==> src/sv/npe_pkg.sv <==
// Package of the MIDI note pairing engine: sizes, message codes, result kinds,
// controller states and the request and result records.
// No dependencies; every other file of the block but npe_ram imports it.
`default_nettype none

package npe_pkg;

   localparam int STARTS_PER_KEY = 4;
   localparam int CHANNEL_COUNT  = 16;
   localparam int PITCH_COUNT    = 128;

   localparam int KEY_COUNT   = CHANNEL_COUNT * PITCH_COUNT;
   localparam int CHAN_W      = $clog2(CHANNEL_COUNT);
   localparam int PITCH_W     = $clog2(PITCH_COUNT);
   localparam int KEY_W       = CHAN_W + PITCH_W;
   localparam int SLOT_W      = (STARTS_PER_KEY > 1) ? $clog2(STARTS_PER_KEY) : 1;
   localparam int SUM_W       = SLOT_W + 1;
   localparam int CNT_W       = $clog2(STARTS_PER_KEY + 1);
   localparam int META_W      = CNT_W + SLOT_W;
   localparam int STORE_DEPTH = KEY_COUNT * STARTS_PER_KEY;
   localparam int STORE_AW    = $clog2(STORE_DEPTH);
   localparam int CHOPEN_W    = $clog2(PITCH_COUNT * STARTS_PER_KEY + 1);
   localparam int TOTAL_W     = $clog2(STORE_DEPTH + 1);

   localparam int FRAME_W  = 32;
   localparam int STATUS_W = 8;
   localparam int DATA_W   = 7;
   localparam int STORE_W  = DATA_W + FRAME_W;

   localparam int REQ_TDATA_W = 56;
   localparam int RSP_TDATA_W = 104;

   // message type nibbles
   localparam logic [3:0] MSG_NOTE_OFF      = 4'h8;
   localparam logic [3:0] MSG_NOTE_ON       = 4'h9;
   localparam logic [3:0] MSG_CONTROL       = 4'hB;
   localparam logic [3:0] MSG_CHAN_PRESSURE = 4'hD;
   localparam logic [3:0] MSG_PITCH_BEND    = 4'hE;
   localparam logic [3:0] MSG_SYSTEM        = 4'hF;

   localparam logic [STATUS_W-1:0] STATUS_FIRST  = 8'h80;
   localparam logic [DATA_W-1:0]   CC_BRIGHTNESS = 7'd74;

   typedef enum logic [1:0] {
      KIND_NOTE        = 2'd0,
      KIND_EXPR        = 2'd1,
      KIND_DROPPED     = 2'd2,
      KIND_FLUSH_EMPTY = 2'd3
   } kind_type;

   typedef enum logic [1:0] {
      OP_NONE,
      OP_NOTE_ON,
      OP_NOTE_OFF,
      OP_EXPR
   } op_type;

   typedef enum logic [2:0] {
      ST_CLEAR,
      ST_IDLE,
      ST_LOOKUP,
      ST_SCAN,
      ST_EMIT
   } state_type;

   typedef struct packed {
      logic                flush;
      logic [FRAME_W-1:0]  frame;
      logic [STATUS_W-1:0] status;
      logic [DATA_W-1:0]   data_one;
      logic [DATA_W-1:0]   data_two;
   } request_type;

   typedef struct packed {
      kind_type            kind;
      logic [FRAME_W-1:0]  start_frame;
      logic [FRAME_W-1:0]  end_frame;
      logic [DATA_W-1:0]   velocity;
      logic [PITCH_W-1:0]  pitch;
      logic [CHAN_W-1:0]   channel;
      logic [STATUS_W-1:0] expr_status;
      logic [DATA_W-1:0]   expr_data_one;
      logic [DATA_W-1:0]   expr_data_two;
   } result_type;

   // word address of one start slot of one key
   function automatic logic [STORE_AW-1:0] store_addr(input logic [KEY_W-1:0]  key,
                                                      input logic [SLOT_W-1:0] slot);
      store_addr = STORE_AW'(key) * STORE_AW'(STARTS_PER_KEY) + STORE_AW'(slot);
   endfunction

endpackage

`default_nettype wire

==> src/sv/npe_rsp_stage.sv <==
// Result output register: holds one result word towards the receiver and
// packs it onto rsp_tdata and rsp_tuser. Depends on npe_pkg.
`default_nettype none

module npe_rsp_stage
   import npe_pkg::*;
(
   input  logic                   clock,
   input  logic                   reset,
   input  logic                   res_valid,
   input  result_type             res,
   output logic                   res_free,
   output logic                   rsp_tvalid,
   input  logic                   rsp_tready,
   output logic [RSP_TDATA_W-1:0] rsp_tdata,
   output logic [1:0]             rsp_tuser
);

   logic                   valid_ff, valid_in;
   logic [RSP_TDATA_W-1:0] data_ff;
   kind_type               kind_ff;
   logic                   load;

   assign res_free = !valid_ff || rsp_tready;
   assign load     = res_valid && res_free;

   always_comb begin
      priority if (load) begin
         valid_in = 1'b1;
      end else if (rsp_tready) begin
         valid_in = 1'b0;
      end else begin
         valid_in = valid_ff;
      end
   end

   always_ff @(posedge clock) begin
      if (reset) begin
         valid_ff <= 1'b0;
      end else begin
         valid_ff <= valid_in;
      end
   end

   always_ff @(posedge clock) begin
      if (load) begin
         kind_ff <= res.kind;
         data_ff <= {res.expr_data_two, res.expr_data_one, res.expr_status, res.channel,
                     res.pitch, res.velocity, res.end_frame, res.start_frame};
      end
   end

   assign rsp_tvalid = valid_ff;
   assign rsp_tdata  = data_ff;
   assign rsp_tuser  = kind_ff;

endmodule

`default_nettype wire

==> config.mk <==
export PLATFORM = sky130hd
export DESIGN_NAME = npe_rsp_stage
export DESIGN_NICKNAME = d
export VERILOG_FILES = /design/src/sv/npe_pkg.sv /design/src/sv/npe_rsp_stage.sv
export SDC_FILE = /design/constraint.sdc
export NUM_CORES = 1
export LEC_CHECK = 0
export ABC_AREA = 1
export BUFFER_PORTS_ARGS = -buffer_cell sky130_fd_sc_hd__clkbuf_2
export CAP_MARGIN = 20
export CORE_MARGIN = 2
export CORE_UTILIZATION = 41
export CTS_CLUSTER_DIAMETER = 100
export DETAILED_ROUTE_END_ITERATION = 12
export GPL_ROUTABILITY_DRIVEN = 1
export PLACE_DENSITY = 0.79
export RECOVER_POWER = 25
export SYNTH_ARGS = -nofsm -noshare
export SYNTH_HDL_FRONTEND = slang
export SYNTH_SLANG_ARGS = --single-unit
==> constraint.sdc <==
create_clock -name clock -period 9.1 [get_ports clock]
set_input_delay 2.73 -clock clock [delete_from_list [all_inputs] [get_ports clock]]
set_output_delay 2.73 -clock clock [all_outputs]
set_load 0.1 [all_outputs]
==> results.yml <==
setup_path:
  crit_path_end_kind: "primary output"
  critPathMostFrequentCell: "clkbuf_2"
  crit_arrival_ps: 3390
  slowest_delay_ps: 450
  path_max_fanout: 2
  crit_type: "input port to primary output"
  start_kind: "input port"
  path_cells: "clkbuf_2 -> inv_2 -> nand2_2 -> clkbuf_2"
  crit_required_ps: 6370
  cp_slowest_cell: "clkbuf_2"
synth:
  synth_compound_area_share_pct: 0.426
  synth_seq_cells: 107
  synthAdderAreaFrac_pct: 0
  yosysWarningCount: 0
  synth_cells: 112
  syn_nets: 222
  muxShareOfSynthArea_pct: 0
  avgSynthCellArea_um2: 28.8
  synth_top_family_by_area: "compound AO/OA/AOI/OAI gates"
  synth_cell_type_count: 7
  synth-xor-area-share_pct: 0
  syn-cell-area_um2: 3230
  yosysSeqAreaShare_pct: 99.1
  yosys.area_share.simple_pct: 0.194
timing:
  period_share_pct: 67.2
  hold_violations: 0
  worst_slew_pin_slew_ps: 763
  whs_ps: 540
  finalMaxSlewViolations: 0
  fmax_ghz: 0.163
  fin_tns_setup_ps: 0
  rsz0062_at_grt: "no"
  fin_crit_ps: 6120
  finClkSkew_ps: 13.7
  report.final.setup_viol: 0
  timing.slew.headroom_pct: 49.1
run:
  maxCapViolCount: 0
pwr:
  powerDensity_nw_per_um2: 245
  p_leak_nw: 2.07
  ir_drop_uv: 136
placed_design:
  port-buffer-count: 217
  gp_congestion: 0.718
cts:
  clk-insertion-delay-late_ps: 370
  cts_hold_buf: 0
  cts.sinks: 107
  cts-buffers-inserted: 9
  root_buffer: "clkbuf_8"
  cts_setup_buffers: 0
  cts_resized: 0
  h-tree-depth: 3
  tritoncts: "done"
  clk_pin_slew_worst_paths_ps: 90
  cts_buffer_depth: 2
layout:
  drive_above_1_share_pct: 68.9
  final_util_pct: 61.0
  fillCellCount: 600
  diodes: 0
  area_growth_pct: 45.1
  nNetsFinal: 452
drt:
  drtAntennaViolNets: 0
  num_vias: 1940
  routedWlPerCell_um: 14.9
  wirelength_um: 6690
  drt_iter0_markers: 58
  first_pass_iters: 4
  drc_errors: 0
  vias_per_cell: 4.32
global_routing:
  grt_max_degree: 65
  grt.met3_usage_pct: 6.51
  busiest_layer: "met2"
  grtUsageMet1_pct: 16.2
  grt_util_met2_pct: 25.3
  grt-ovfl-total: 0
  grt_pass1_wl_um: 9480
  first_global_vias: 1951
  grt_usage_pct: 15.2
  antenna_found_initial: 0
floorplan:
  dieWidth_um: 92.8
  dieArea_um2: 8610
  initial_utilization_pct: 42.0
  fp.dieH_um: 92.8
  rows: 32
  ios: 218
  core_um2: 7690
run_status:
  status: "complete, no violations"
worst_hold_path:
  min_path_type: "flop to flop"
==> flip-flops by register name, summed over array words and instances, names as in the netlist <==
register / cells
rsp_tdata: 104
rsp_tuser: 2
rsp_tvalid: 1
==> worst paths after layout <==
kind,start,to,cells after the start,slack (ps)
hold / removal,rsp_tvalid,rsp_tvalid,2,540
hold reg to reg,rsp_tvalid,rsp_tvalid,2,540
setup reg to reg,rsp_tvalid,rsp_tdata[36],2,7570
setup / recovery,rsp_tready,res_free,4,2980
==> synth_stat cells <==
master | instances | area (µm²)
a21oi_1 | 1 | 5.00
dfxtp_1 | 1 | 20.0
a21oi_2 | 1 | 8.76
inv_1 | 1 | 3.75
inv_2 | 1 | 3.75
nand2_2 | 1 | 6.26
edfxtp_1 | 106 | 3180
==> metal layers <==
metal  wire [µm]  vias up
li1            -      907
met2        3400      134
met3         804       11
met5           0        -
met1        2350      888
met4         130        0
==> stage by stage <==
step	cell area (µm²)	std cells	total power, W	worst slack, ps
global placement	4470	433	0.000856	2980
detailed placement	4470	433	0.000860	2980
floorplan	3230	112	0.000812	593
CTS	4690	449	0.00116	2970
global route	4690	449	0.00118	2960
finish	4690	449	0.00115	2980
==> where the power goes <==
part	internal [W]	leakage, nW	switching (W)
Clock	0.000134	0.109	0.000165
Combinational	0.0000341	0.927	0.000229
Sequential	0.000576	1.03	0.00000736
Total	0.000744	2.07	0.000402
==> cells by family after synthesis <==
group,count (synthesis)
buf+inv,2
simple gates,1
compound gates,2
flops,107
==> layout by cell type (no fill, tap or decap) <==
master | Yosys | layout
clkbuf_2 | 0 | 217
a21oi_4 | 0 | 1
edfxtp_1 | 106 | 106
clkinv_4 | 0 | 2
dfxtp_1 | 1 | 1
a21oi_2 | 1 | 1
buf_4 | 0 | 2
clkinv_8 | 0 | 1
inv_2 | 1 | 1
inv_1 | 1 | 1
inv_6 | 0 | 2
inv_8 | 0 | 1
clkbuf_8 | 0 | 9
bufinv_16 | 0 | 1
nand2_2 | 1 | 1
==> critical path: cells and delay by family <==
| family | cells | cell delay, ps |
|---|---|---|
| buffers and inverters | 3 | 590 |
| and+or+nand+nor | 1 | 70 |
==> layout make-up <==
type	instances	area, µm²	area share (%)
inverters	2	7.51	0.160
clock buffers	9	124	2.64
clock inverters	7	92.6	1.98
well taps	102	128	2.72
repair buffers	219	1100	23.5
multi-input cells	3	31.3	0.667
flip-flops and latches	107	3200	68.3
Note: power is estimated with default switching activity, not from simulation.
